**src/hw/rtl/stok_pkg.sv**
```systemverilog
// Shared types and constants for the script tokenizer.
// Used by every module of the block; depends on nothing.
package stok_pkg;

    // Position counter widths
    localparam int LINE_BITS   = 20;
    localparam int COLUMN_BITS = 16;

    // Defaults for the top level parameters
    localparam int DEF_MAX_TOKEN   = 1024;
    localparam int DEF_QUEUE_DEPTH = 4;

    // Items one source byte can produce at most
    localparam int MAX_ITEMS = 3;

    // Configuration register indexes
    localparam logic [2:0] CFG_DELIM_LO   = 3'd0;
    localparam logic [2:0] CFG_DELIM_MID  = 3'd1;
    localparam logic [2:0] CFG_DELIM_HIGH = 3'd2;
    localparam logic [2:0] CFG_DELIM_TOP  = 3'd3;
    localparam logic [2:0] CFG_STRIP      = 3'd4;

    // Character codes
    localparam logic [7:0] CH_NUL   = 8'h00;
    localparam logic [7:0] CH_TAB   = 8'h09;
    localparam logic [7:0] CH_NL    = 8'h0A;
    localparam logic [7:0] CH_VT    = 8'h0B;
    localparam logic [7:0] CH_FF    = 8'h0C;
    localparam logic [7:0] CH_CR    = 8'h0D;
    localparam logic [7:0] CH_SPACE = 8'h20;
    localparam logic [7:0] CH_DQ    = 8'h22;
    localparam logic [7:0] CH_SQ    = 8'h27;
    localparam logic [7:0] CH_STAR  = 8'h2A;
    localparam logic [7:0] CH_SLASH = 8'h2F;

    typedef enum logic [1:0] {
        KIND_WORD  = 2'd0,
        KIND_DELIM = 2'd1,
        KIND_DQ    = 2'd2,
        KIND_SQ    = 2'd3
    } t_kind;

    typedef struct packed {
        logic [255:0] delim_mask;
        logic         strip_quotes;
    } t_cfg;

    typedef struct packed {
        logic [7:0]             tok_char;
        logic                   char_valid;
        logic                   tok_last;
        t_kind                  tok_kind;
        logic [LINE_BITS-1:0]   tok_line;
        logic [COLUMN_BITS-1:0] tok_column;
        logic                   tok_error;
    } t_item;

    // All items caused by one source byte, first item in slot 0
    typedef struct packed {
        logic [1:0]               count;
        t_item [MAX_ITEMS-1:0]    items;
    } t_bundle;

endpackage

```
**src/hw/rtl/stok_front.sv**
```systemverilog
// Front scanner: takes one source byte a cycle while not stalled, tracks position
// and scan mode, and forms the bundle of token items the byte causes.
// Depends on stok_pkg.
module stok_front #(
    parameter int MAX_TOKEN = stok_pkg::DEF_MAX_TOKEN
) (
    input  logic                i_clk,
    input  logic                i_rst_n,
    input  logic                i_valid,
    output logic                o_stall,
    input  logic [7:0]          i_in_byte,
    input  logic                i_end_of_text,
    input  stok_pkg::t_cfg      i_cfg,
    input  logic                i_full,
    output logic                o_push,
    output stok_pkg::t_bundle   o_bundle
);

    localparam int LEN_W = (MAX_TOKEN > 2) ? $clog2(MAX_TOKEN) : 1;
    localparam int LB    = stok_pkg::LINE_BITS;
    localparam int CB    = stok_pkg::COLUMN_BITS;

    typedef enum logic [9:0] {
        M_IDLE    = 10'b00_0000_0001,
        M_SLASH   = 10'b00_0000_0010,
        M_BLOCK   = 10'b00_0000_0100,
        M_BSTAR   = 10'b00_0000_1000,
        M_LINE    = 10'b00_0001_0000,
        M_WORD    = 10'b00_0010_0000,
        M_DQ      = 10'b00_0100_0000,
        M_SQ      = 10'b00_1000_0000,
        M_DQ_SKIP = 10'b01_0000_0000,
        M_SQ_SKIP = 10'b10_0000_0000
    } t_mode;

    t_mode            r_mode, n_mode;
    logic [7:0]       r_hc, n_hc;
    logic             r_hv, n_hv;
    logic [LEN_W-1:0] r_len, n_len;
    logic [LB-1:0]    r_line, n_line, r_sl, n_sl;
    logic [CB-1:0]    r_col, n_col, r_sc, n_sc;
    stok_pkg::t_bundle bundle;
    logic             accept;

    function automatic logic is_space(logic [7:0] c);
        return c == stok_pkg::CH_SPACE || c == stok_pkg::CH_TAB || c == stok_pkg::CH_NL ||
               c == stok_pkg::CH_VT || c == stok_pkg::CH_FF || c == stok_pkg::CH_CR;
    endfunction

    function automatic stok_pkg::t_item mk(logic [7:0] ch, logic cv, logic last,
                                           stok_pkg::t_kind k, logic err,
                                           logic [LB-1:0] ln, logic [CB-1:0] col);
        stok_pkg::t_item it;
        it.tok_char   = ch;
        it.char_valid = cv;
        it.tok_last   = last;
        it.tok_kind   = k;
        it.tok_line   = ln;
        it.tok_column = col;
        it.tok_error  = err;
        return it;
    endfunction

    function automatic stok_pkg::t_bundle add(stok_pkg::t_bundle b, stok_pkg::t_item it);
        stok_pkg::t_bundle r;
        r = b;
        if (b.count != 2'd3) begin
            r.items[b.count] = it;
            r.count          = b.count + 2'd1;
        end
        return r;
    endfunction

    assign accept   = i_valid && !i_full;
    assign o_stall  = i_full;
    assign o_push   = accept && (bundle.count != 2'd0);
    assign o_bundle = bundle;

    // Scan one byte: mode step, then word step, then fresh start, then position, then flush
    always_comb begin
        logic [7:0]      c;
        logic            do_word;
        logic            do_idle;
        logic            c_delim;
        logic            is_dq;
        logic [7:0]      qc;
        stok_pkg::t_kind qk;
        t_mode           qs;

        c       = i_in_byte;
        c_delim = i_cfg.delim_mask[c];
        do_word = 1'b0;
        do_idle = 1'b0;
        is_dq   = (r_mode == M_DQ);
        qc      = is_dq ? stok_pkg::CH_DQ : stok_pkg::CH_SQ;
        qk      = is_dq ? stok_pkg::KIND_DQ : stok_pkg::KIND_SQ;
        qs      = is_dq ? M_DQ_SKIP : M_SQ_SKIP;
        bundle  = '0;
        n_mode  = r_mode;
        n_hc    = r_hc;
        n_hv    = r_hv;
        n_len   = r_len;
        n_sl    = r_sl;
        n_sc    = r_sc;
        n_line  = r_line;
        n_col   = r_col;

        if (c != stok_pkg::CH_NUL) begin
            unique case (r_mode)
                M_SLASH: begin
                    if (c == stok_pkg::CH_STAR) begin
                        n_mode = M_BLOCK;
                    end else if (c == stok_pkg::CH_SLASH) begin
                        n_mode = M_LINE;
                    end else if (i_cfg.delim_mask[stok_pkg::CH_SLASH]) begin
                        bundle  = add(bundle, mk(stok_pkg::CH_SLASH, 1'b1, 1'b1,
                                                 stok_pkg::KIND_DELIM, 1'b0, n_sl, n_sc));
                        do_idle = 1'b1;
                    end else begin
                        n_mode  = M_WORD;
                        n_hc    = stok_pkg::CH_SLASH;
                        n_hv    = 1'b1;
                        n_len   = LEN_W'(1);
                        do_word = 1'b1;
                    end
                end
                M_BLOCK: begin
                    if (c == stok_pkg::CH_STAR) n_mode = M_BSTAR;
                end
                M_BSTAR: begin
                    if (c == stok_pkg::CH_SLASH) n_mode = M_IDLE;
                    else if (c != stok_pkg::CH_STAR) n_mode = M_BLOCK;
                end
                M_LINE: begin
                    if (c == stok_pkg::CH_NL) n_mode = M_IDLE;
                end
                M_WORD: begin
                    do_word = 1'b1;
                end
                M_DQ, M_SQ: begin
                    if (c == qc) begin
                        if (i_cfg.strip_quotes) begin
                            bundle = add(bundle, mk(r_hv ? r_hc : stok_pkg::CH_NUL, r_hv,
                                                    1'b1, qk, 1'b0, n_sl, n_sc));
                        end else begin
                            if (r_hv) begin
                                bundle = add(bundle, mk(r_hc, 1'b1, 1'b0, qk, 1'b0,
                                                        n_sl, n_sc));
                            end
                            bundle = add(bundle, mk(qc, 1'b1, 1'b1, qk, 1'b0, n_sl, n_sc));
                        end
                        n_hv   = 1'b0;
                        n_len  = '0;
                        n_mode = M_IDLE;
                    end else if (r_len >= LEN_W'(MAX_TOKEN - 2)) begin
                        // too long: close with error, skip to the closing quote
                        bundle = add(bundle, mk(r_hv ? r_hc : stok_pkg::CH_NUL, r_hv,
                                                1'b1, qk, 1'b1, n_sl, n_sc));
                        n_hv   = 1'b0;
                        n_len  = '0;
                        n_mode = qs;
                    end else begin
                        if (r_hv) begin
                            bundle = add(bundle, mk(r_hc, 1'b1, 1'b0, qk, 1'b0, n_sl, n_sc));
                        end
                        n_hc  = c;
                        n_hv  = 1'b1;
                        n_len = r_len + LEN_W'(1);
                    end
                end
                M_DQ_SKIP: begin
                    if (c == stok_pkg::CH_DQ) n_mode = M_IDLE;
                end
                M_SQ_SKIP: begin
                    if (c == stok_pkg::CH_SQ) n_mode = M_IDLE;
                end
                default: begin
                    do_idle = 1'b1;
                end
            endcase

            // Word step: emit the held character, last when the word ends here
            if (do_word) begin
                if (is_space(c) || c == stok_pkg::CH_DQ || c == stok_pkg::CH_SQ || c_delim ||
                    n_len >= LEN_W'(MAX_TOKEN - 1)) begin
                    bundle  = add(bundle, mk(n_hc, 1'b1, 1'b1, stok_pkg::KIND_WORD, 1'b0,
                                             n_sl, n_sc));
                    do_idle = 1'b1;
                end else begin
                    bundle = add(bundle, mk(n_hc, 1'b1, 1'b0, stok_pkg::KIND_WORD, 1'b0,
                                            n_sl, n_sc));
                    n_hc   = c;
                    n_hv   = 1'b1;
                    n_len  = n_len + LEN_W'(1);
                end
            end

            // Fresh start between tokens
            if (do_idle) begin
                n_hv   = 1'b0;
                n_len  = '0;
                n_mode = M_IDLE;
                if (!is_space(c)) begin
                    n_sl = r_line;
                    n_sc = r_col;
                    if (c == stok_pkg::CH_SLASH) begin
                        n_mode = M_SLASH;
                    end else if (c == stok_pkg::CH_DQ || c == stok_pkg::CH_SQ) begin
                        n_mode = (c == stok_pkg::CH_DQ) ? M_DQ : M_SQ;
                        if (!i_cfg.strip_quotes) begin
                            n_hc = c;
                            n_hv = 1'b1;
                        end
                    end else if (c_delim) begin
                        bundle = add(bundle, mk(c, 1'b1, 1'b1, stok_pkg::KIND_DELIM, 1'b0,
                                                n_sl, n_sc));
                    end else begin
                        n_mode = M_WORD;
                        n_hc   = c;
                        n_hv   = 1'b1;
                        n_len  = LEN_W'(1);
                    end
                end
            end

            // Advance the position, saturating
            if (c == stok_pkg::CH_NL) begin
                if (r_line != '1) n_line = r_line + LB'(1);
                n_col = CB'(1);
            end else if (r_col != '1) begin
                n_col = r_col + CB'(1);
            end
        end

        // End of text or NUL byte: flush what is pending and restart
        if (c == stok_pkg::CH_NUL || i_end_of_text) begin
            unique case (n_mode)
                M_SLASH: begin
                    bundle = add(bundle, mk(stok_pkg::CH_SLASH, 1'b1, 1'b1,
                                            i_cfg.delim_mask[stok_pkg::CH_SLASH] ?
                                            stok_pkg::KIND_DELIM : stok_pkg::KIND_WORD,
                                            1'b0, n_sl, n_sc));
                end
                M_WORD: begin
                    bundle = add(bundle, mk(n_hc, 1'b1, 1'b1, stok_pkg::KIND_WORD, 1'b0,
                                            n_sl, n_sc));
                end
                M_DQ, M_SQ: begin
                    bundle = add(bundle, mk(n_hv ? n_hc : stok_pkg::CH_NUL, n_hv, 1'b1,
                                            (n_mode == M_DQ) ? stok_pkg::KIND_DQ :
                                            stok_pkg::KIND_SQ, 1'b1, n_sl, n_sc));
                end
                M_BLOCK, M_BSTAR: begin
                    bundle = add(bundle, mk(stok_pkg::CH_NUL, 1'b0, 1'b1,
                                            stok_pkg::KIND_WORD, 1'b1, n_sl, n_sc));
                end
                default: begin
                end
            endcase
            n_mode = M_IDLE;
            n_hc   = '0;
            n_hv   = 1'b0;
            n_len  = '0;
            n_line = LB'(1);
            n_col  = CB'(1);
            n_sl   = LB'(1);
            n_sc   = CB'(1);
        end
    end

    // Hold scan state; advance on each accepted beat
    always_ff @(posedge i_clk) begin
        if (!i_rst_n) begin
            r_mode <= M_IDLE;
            r_hc   <= '0;
            r_hv   <= 1'b0;
            r_len  <= '0;
            r_line <= LB'(1);
            r_col  <= CB'(1);
            r_sl   <= LB'(1);
            r_sc   <= CB'(1);
        end else if (accept) begin
            r_mode <= n_mode;
            r_hc   <= n_hc;
            r_hv   <= n_hv;
            r_len  <= n_len;
            r_line <= n_line;
            r_col  <= n_col;
            r_sl   <= n_sl;
            r_sc   <= n_sc;
        end
    end

endmodule

```
**src/hw/rtl/stok_queue.sv**
```systemverilog
// Short bundle queue between the front scanner and the output stage.
// Depends on stok_pkg.
module stok_queue #(
    parameter int DEPTH = stok_pkg::DEF_QUEUE_DEPTH
) (
    input  logic              i_clk,
    input  logic              i_rst_n,
    input  logic              i_push,
    input  stok_pkg::t_bundle i_bundle,
    input  logic              i_pop,
    output stok_pkg::t_bundle o_head,
    output logic              o_full,
    output logic              o_empty
);

    localparam int PTR_W = (DEPTH > 1) ? $clog2(DEPTH) : 1;
    localparam int CNT_W = $clog2(DEPTH + 1);

    stok_pkg::t_bundle r_mem [DEPTH];
    logic [PTR_W-1:0]  r_wr, n_wr, r_rd, n_rd;
    logic [CNT_W-1:0]  r_cnt, n_cnt;

    assign o_head  = r_mem[r_rd];
    assign o_full  = (r_cnt == CNT_W'(DEPTH));
    assign o_empty = (r_cnt == '0);

    // Advance pointers with explicit wrap
    always_comb begin
        n_wr  = r_wr;
        n_rd  = r_rd;
        n_cnt = r_cnt;
        if (i_push) begin
            n_wr = (r_wr == PTR_W'(DEPTH - 1)) ? '0 : r_wr + PTR_W'(1);
        end
        if (i_pop) begin
            n_rd = (r_rd == PTR_W'(DEPTH - 1)) ? '0 : r_rd + PTR_W'(1);
        end
        if (i_push && !i_pop) n_cnt = r_cnt + CNT_W'(1);
        else if (i_pop && !i_push) n_cnt = r_cnt - CNT_W'(1);
    end

    always_ff @(posedge i_clk) begin
        if (!i_rst_n) begin
            r_wr  <= '0;
            r_rd  <= '0;
            r_cnt <= '0;
        end else begin
            r_wr  <= n_wr;
            r_rd  <= n_rd;
            r_cnt <= n_cnt;
        end
    end

    // Store the pushed bundle
    always_ff @(posedge i_clk) begin
        if (i_push) r_mem[r_wr] <= i_bundle;
    end

endmodule

```
**src/hw/rtl/stok_back.sv**
```systemverilog
// Output stage: walks the items of the head bundle into a registered
// output beat. Depends on stok_pkg.
module stok_back (
    input  logic              i_clk,
    input  logic              i_rst_n,
    input  stok_pkg::t_bundle i_head,
    input  logic              i_empty,
    output logic              o_pop,
    output logic              o_valid,
    input  logic              i_stall,
    output stok_pkg::t_item   o_item
);

    logic [1:0]      r_sel, n_sel;
    logic            r_valid, n_valid;
    stok_pkg::t_item r_item;
    logic            load;
    logic            at_end;

    assign load    = !i_empty && (!r_valid || !i_stall);
    assign at_end  = (r_sel == i_head.count - 2'd1);
    assign o_pop   = load && at_end;
    assign o_valid = r_valid;
    assign o_item  = r_item;

    // Step to the next item, or wrap when the bundle is done
    always_comb begin
        n_sel   = r_sel;
        n_valid = r_valid && i_stall;
        if (load) begin
            n_valid = 1'b1;
            n_sel   = at_end ? 2'd0 : r_sel + 2'd1;
        end
    end

    always_ff @(posedge i_clk) begin
        if (!i_rst_n) begin
            r_sel   <= 2'd0;
            r_valid <= 1'b0;
        end else begin
            r_sel   <= n_sel;
            r_valid <= n_valid;
        end
    end

    // Load the output beat
    always_ff @(posedge i_clk) begin
        if (load) r_item <= i_head.items[r_sel];
    end

endmodule

```
**src/hw/rtl/script_tokenizer.sv**
```systemverilog
// Script tokenizer top level: config registers, front scanner, bundle queue
// and output stage. Depends on stok_pkg, stok_front, stok_queue, stok_back.
// An accepted byte's bundle is registered in the queue, then its first item in the output beat.
// Throughput: one byte per cycle while the queue has room; the output stage
// moves one item per cycle while not stalled, so bytes causing 2 or 3 items drain one by one.
// Reset (synchronous, active low) clears scan state, position to line 1
// column 1, the queue, the output valid flag and all config registers.
module script_tokenizer #(
    parameter int MAX_TOKEN   = stok_pkg::DEF_MAX_TOKEN,
    parameter int QUEUE_DEPTH = stok_pkg::DEF_QUEUE_DEPTH
) (
    input  logic                                i_clk,
    input  logic                                i_rst_n,
    input  logic                                i_valid,
    output logic                                o_stall,
    input  logic [7:0]                          i_in_byte,
    input  logic                                i_end_of_text,
    output logic                                o_valid,
    input  logic                                i_stall,
    output logic [7:0]                          o_tok_char,
    output logic                                o_char_valid,
    output logic                                o_tok_last,
    output logic [1:0]                          o_tok_kind,
    output logic [stok_pkg::LINE_BITS-1:0]      o_tok_line,
    output logic [stok_pkg::COLUMN_BITS-1:0]    o_tok_column,
    output logic                                o_tok_error,
    input  logic                                i_cfg_valid,
    output logic                                o_cfg_ready,
    input  logic [2:0]                          i_cfg_index,
    input  logic [63:0]                         i_cfg_data
);

    stok_pkg::t_cfg    r_cfg;
    stok_pkg::t_bundle fr_bundle, q_head;
    stok_pkg::t_item   out_item;
    logic              q_push, q_pop, q_full, q_empty;

    assign o_cfg_ready = 1'b1;

    // Write config registers
    always_ff @(posedge i_clk) begin
        if (!i_rst_n) begin
            r_cfg <= '0;
        end else if (i_cfg_valid && o_cfg_ready) begin
            unique case (i_cfg_index)
                stok_pkg::CFG_DELIM_LO:   r_cfg.delim_mask[63:0]    <= i_cfg_data;
                stok_pkg::CFG_DELIM_MID:  r_cfg.delim_mask[127:64]  <= i_cfg_data;
                stok_pkg::CFG_DELIM_HIGH: r_cfg.delim_mask[191:128] <= i_cfg_data;
                stok_pkg::CFG_DELIM_TOP:  r_cfg.delim_mask[255:192] <= i_cfg_data;
                stok_pkg::CFG_STRIP:      r_cfg.strip_quotes        <= i_cfg_data[0];
                default: begin
                end
            endcase
        end
    end

    stok_front #(
        .MAX_TOKEN (MAX_TOKEN)
    ) u_front (
        .i_clk         (i_clk),
        .i_rst_n       (i_rst_n),
        .i_valid       (i_valid),
        .o_stall       (o_stall),
        .i_in_byte     (i_in_byte),
        .i_end_of_text (i_end_of_text),
        .i_cfg         (r_cfg),
        .i_full        (q_full),
        .o_push        (q_push),
        .o_bundle      (fr_bundle)
    );

    stok_queue #(
        .DEPTH (QUEUE_DEPTH)
    ) u_queue (
        .i_clk    (i_clk),
        .i_rst_n  (i_rst_n),
        .i_push   (q_push),
        .i_bundle (fr_bundle),
        .i_pop    (q_pop),
        .o_head   (q_head),
        .o_full   (q_full),
        .o_empty  (q_empty)
    );

    stok_back u_back (
        .i_clk   (i_clk),
        .i_rst_n (i_rst_n),
        .i_head  (q_head),
        .i_empty (q_empty),
        .o_pop   (q_pop),
        .o_valid (o_valid),
        .i_stall (i_stall),
        .o_item  (out_item)
    );

    assign o_tok_char   = out_item.tok_char;
    assign o_char_valid = out_item.char_valid;
    assign o_tok_last   = out_item.tok_last;
    assign o_tok_kind   = out_item.tok_kind;
    assign o_tok_line   = out_item.tok_line;
    assign o_tok_column = out_item.tok_column;
    assign o_tok_error  = out_item.tok_error;

    // A bundle is never pushed into a full queue
    a_no_overflow: assert property (@(posedge i_clk) disable iff (!i_rst_n)
        q_push |-> !q_full)
        else $error("bundle pushed into full queue");

    // The output stage never pops an empty queue
    a_no_underflow: assert property (@(posedge i_clk) disable iff (!i_rst_n)
        q_pop |-> !q_empty)
        else $error("pop from empty queue");

    // Reset leaves no beat on the output and nothing queued
    a_reset_clear: assert property (@(posedge i_clk)
        !i_rst_n |=> (!o_valid && q_empty))
        else $error("state left after reset");

endmodule

```
**config.mk**
```make
export PLATFORM = sky130hd
export DESIGN_NAME = script_tokenizer
export DESIGN_NICKNAME = d
export VERILOG_FILES = /design/src/hw/rtl/stok_pkg.sv /design/src/hw/rtl/stok_front.sv /design/src/hw/rtl/stok_queue.sv /design/src/hw/rtl/stok_back.sv /design/src/hw/rtl/script_tokenizer.sv
export SDC_FILE = /design/constraint.sdc
export NUM_CORES = 2
export LEC_CHECK = 0
export ABC_AREA = 1
export ABC_CLOCK_PERIOD_IN_PS = 13700
export BUFFER_PORTS_ARGS = -buffer_cell sky130_fd_sc_hd__buf_4
export CAP_MARGIN = 10
export CORE_MARGIN = 1.5
export CORE_UTILIZATION = 62
export CTS_CLUSTER_SIZE = 14
export DETAILED_ROUTE_END_ITERATION = 7
export PLACE_DENSITY = 0.79
export RECOVER_POWER = 50
export SLEW_MARGIN = 10
export SYNTH_ARGS = -nofsm -noshare
export SYNTH_HDL_FRONTEND = slang
export SYNTH_SLANG_ARGS = --single-unit
```
**constraint.sdc**
```tcl
create_clock -name i_clk -period 13.7 [get_ports i_clk]
set_input_delay 1.37 -clock i_clk [delete_from_list [all_inputs] [get_ports i_clk]]
set_output_delay 1.37 -clock i_clk [all_outputs]
set_load 0.02 [all_outputs]
```
==> results.py <==
metrics = {
    "route": {
        "drt_pass1_iterations": 6,
        "wl_met3_um": 11300,
        "dr_wl_met2_um": 58600,
        "met1_length_um": 49500,
        "wl_per_cell_um": 20.2,
        "drc_errors": 0,
        "viasPerCell": 6.04,
        "drt_wl_total_um": 124000,
        "postRouteAntennaNets": 0,
        "vias": 37000,
        "drt_iter0_markers": 4555,
        "highest_layer": "met4",
    },
    "global_route": {
        "grt_pass1_vias": 34900,
        "grt_max_degree": 202,
        "grt_pass1_wl_um": 194000,
        "gr-total-overflow": 0,
        "grt_antenna_before_repair": 1,
        "grt_use_total_pct": 32.9,
    },
    "placement": {
        "dp_hpwl_um": 71900,
        "place_congestion": 0.946,
        "io_buffers": 131,
    },
    "sta": {
        "period_share_pct": 76.3,
        "slew_headroom_pct": -172,
        "whs_ns": 0.447,
        "max_freq_ghz": 0.0956,
        "fin_setup_tns_ns": 0,
        "rsz0062_at_grt": "no",
        "drv_slew": 526,
        "setup_viol": 0,
        "min_period_ns": 10.46,
        "hold_viol_final": 0,
        "worstMarginPinSlew_ns": 4.09,
        "finClkSkew_ns": 0.0317,
    },
    "final_layout": {
        "syn2layout_area_growth_pct": 10.6,
        "drive_gt1_share_pct": 7.24,
        "nets": 5169,
        "final_util_pct": 69.1,
        "n_antenna_cell": 0,
    },
    "pwr": {
        "peakVddDrop_mv": 0.139,
        "swShare_pct": 30.3,
        "p_clk_share_pct": 34.5,
        "power_switching_mw": 2.39,
        "leakage_nw": 18.9,
        "p_comb_share_pct": 18.9,
        "p_per_area_nw_per_um2": 157,
        "seq_power_share_pct": 46.6,
        "power.total_mw": 7.91,
        "p_int_mw": 5.51,
    },
    "floorplanning": {
        "die_w_um": 274,
        "die_h_um": 274,
        "placementRows": 99,
        "start_util_pct": 62.5,
        "design.portCount": 133,
        "die-area_um2": 74900,
        "fp.coreArea_um2": 72700,
    },
    "critical_path": {
        "worst_setup_path_end_kind": "flop",
        "cp.arrival_ns": 10.82,
        "critPathLaunch": "i_in_byte[0]",
        "startpoint_type": "primary input",
        "worstSetupPathType": "primary input to flop",
        "reg2reg_depth": 23,
        "reg2reg_from": "u_front.r_mode[0]$_SDFFE_PN1P_",
        "required_ns": 14.06,
        "reg2reg_to": "u_queue.r_mem[3][38]$_DFFE_PP_",
        "rrSetupSlack_ns": 6.53,
        "path_max_fanout": 78,
        "crit_path_end": "u_queue.r_mem[3][38]$_DFFE_PP_",
    },
    "clock_tree": {
        "post_cts_buffers": 0,
        "root_buffer": "clkbuf_16",
        "clock-sinks": 1015,
        "cts_buffers": 101,
        "clkLatencyLatePin_ns": 0.68,
        "ctsHoldBuffers": 0,
        "cts.repair.resized": 0,
        "clk_pin_slew_worst_paths_ns": 0.06,
        "clockBufferDepth": 3,
        "htreeDepth": 3,
        "cts_tree": "built",
    },
    "yosys": {
        "async_reset_ff_share_pct": 0,
        "syn_area_per_cell_um2": 9.21,
        "yosysWarningCount": 0,
        "synth-edff-count": 645,
        "synth-seq-cells": 1015,
        "synth.cell_area_um2": 45400,
        "netlist.top_cell.by_area": "edfxtp_1",
        "ys.flop_type": "edfxtp_1",
        "ys_seq_area_share_pct": 58.9,
        "synth_cells": 4933,
        "yosysTopAreaCellShare_pct": 42.6,
        "yosys-top-cells-area": "edfxtp_1 (43%), dfxtp_1 (16%), o21ai_0 (8.5%)",
        "synth_cell_types": 75,
    },
    "flow_run": {
        "drv_cap": 9,
    },
    "hold_path": {
        "min_path_type": "flop to flop",
    },
    "run_status": {
        "status": "finished, violations left",
        "violations": "capacitance limit, slew limit",
    },
}
==> worst min path at each step <==
stage	start	to	slack (ns)	depth (start not counted)
after global placement	r_cfg[203]$_SDFFE_PN0P_	r_cfg[203]$_SDFFE_PN0P_	0.43	2
final	r_cfg[203]$_SDFFE_PN0P_	r_cfg[203]$_SDFFE_PN0P_	0.45	2
after CTS	r_cfg[195]$_SDFFE_PN0P_	r_cfg[195]$_SDFFE_PN0P_	0.45	2
after floorplan	r_cfg[218]$_SDFFE_PN0P_	r_cfg[218]$_SDFFE_PN0P_	0.42	2
after detailed placement	r_cfg[195]$_SDFFE_PN0P_	r_cfg[195]$_SDFFE_PN0P_	0.44	2
after global routing	r_cfg[195]$_SDFFE_PN0P_	r_cfg[195]$_SDFFE_PN0P_	0.46	2
==> worst max-delay path: stages <==
cell and delay, ns:
buf_4 0.34, nor2_1 1.14, clkbuf_1 0.78, nand2_1 0.25, nor2_4 0.16, clkbuf_1 2.49
inv_2 -0.05, buf_4 0.52, nand2_1 0.16, o21ai_0 0.14, inv_1 0.10, nand2_1 0.05
nor2_1 0.14, nand3_1 0.14, nor2_1 0.13, nand3_1 0.19, nand3_1 0.24, nand2_4 0.10
nor2_1 0.89, inv_2 0.67, o21ai_0 0.77
==> cells by family after synthesis <==
logic type,count (synthesis),synth area share [%]
compound gates,1367,17.5
xor+xnor,18,0.347
fa+ha+maj,12,0.347
buf+inv,641,5.84
flops,1015,58.9
mux,1,0.0220
other cells,2,0.0165
simple gates,1877,17.0
==> stage by stage <==
step / instance area, um^2 / std cells / worst slack, ns
5_1_grt: 50200 / 6124 / 2.85
4_1_cts: 50700 / 6124 / 6.04
3_5_place_dp: 47400 / 5932 / 5.36
6_report: 50200 / 6124 / 3.24
3_3_place_gp: 47400 / 5932 / 5.50
2_1_floorplan: 46200 / 5128 / 2.66
==> cell type report <==
class	instances	area (um^2)
Clock buffer	131	2780
Clock inverter	61	509
Fill cell	5568	22500
Inverter	313	1190
Multi-Input combinational cell	3472	16700
Sequential cell	1015	26800
Tap cell	959	1200
Timing Repair Buffer	173	1130
==> metal layers <==
| layer | vias to the layer above | GRT usage (%) |
|---|---|---|
| li1 | 17200 | - |
| met1 | 17600 | 44.4 |
| met2 | 1926 | 53.3 |
| met3 | 273 | 5.38 |
| met4 | 0 | 13.2 |
| met5 | - | 0 |
==> power groups by stage <==
stage / clock [mW] / combinational [mW] / sequential (mW)
2_1_floorplan: 0 / 0.880 / 3.83
3_3_place_gp: 0 / 1.51 / 3.73
3_5_place_dp: 0 / 1.54 / 3.74
4_1_cts: 2.74 / 1.55 / 3.68
5_1_grt: 2.87 / 1.62 / 3.70
6_report: 2.73 / 1.49 / 3.68
==> flip-flops by register name, summed over array words and instances (netlist names), named ones only <==
| register | cells |
|---|---|
| u_back.o_valid | 1 |
| u_front.r_len | 10 |
| u_front.r_sl | 20 |
| r_cfg | 257 |
| u_queue.r_cnt | 3 |
| u_front.r_mode | 10 |
| u_front.r_hv | 1 |
| u_front.r_sc | 16 |
| u_queue.r_rd | 2 |
| u_front.r_hc | 8 |
| u_queue.r_mem | 596 |
| u_queue.r_wr | 2 |
| u_front.r_col | 16 |
| u_back.r_sel | 2 |
| u_back.o_item | 49 |
| u_front.r_line | 20 |
==> cells in the final DEF, fill, tap and decap left out, types with 79 or more instances in the layout <==
cell type,count
a21oi_1,181
buf_4,105
clkbuf_1,79
clkbuf_16,103
conb_1,197
dfxtp_1,368
edfxtp_1,645
inv_1,287
nand2_1,732
nand3_1,106
nor2_1,883
o21ai_0,793
o22ai_1,142
==> synth_stat cells, drive strengths merged, types with 8 or more instances <==
cell and instances:
or2 8, nand4 32, nand2 755, o31ai 16, xor2 15, edfxtp 645, nor4 10, nor2 913
dfxtp 370, a21oi 182, o221ai 78, inv 311, o21ai 810, a32o 29, buf 57, o22ai 143
o211ai 70, nor3 39, a22oi 8, nand3 114, clkbuf 263, ha 11
Power figures use the tool's default switching activity.
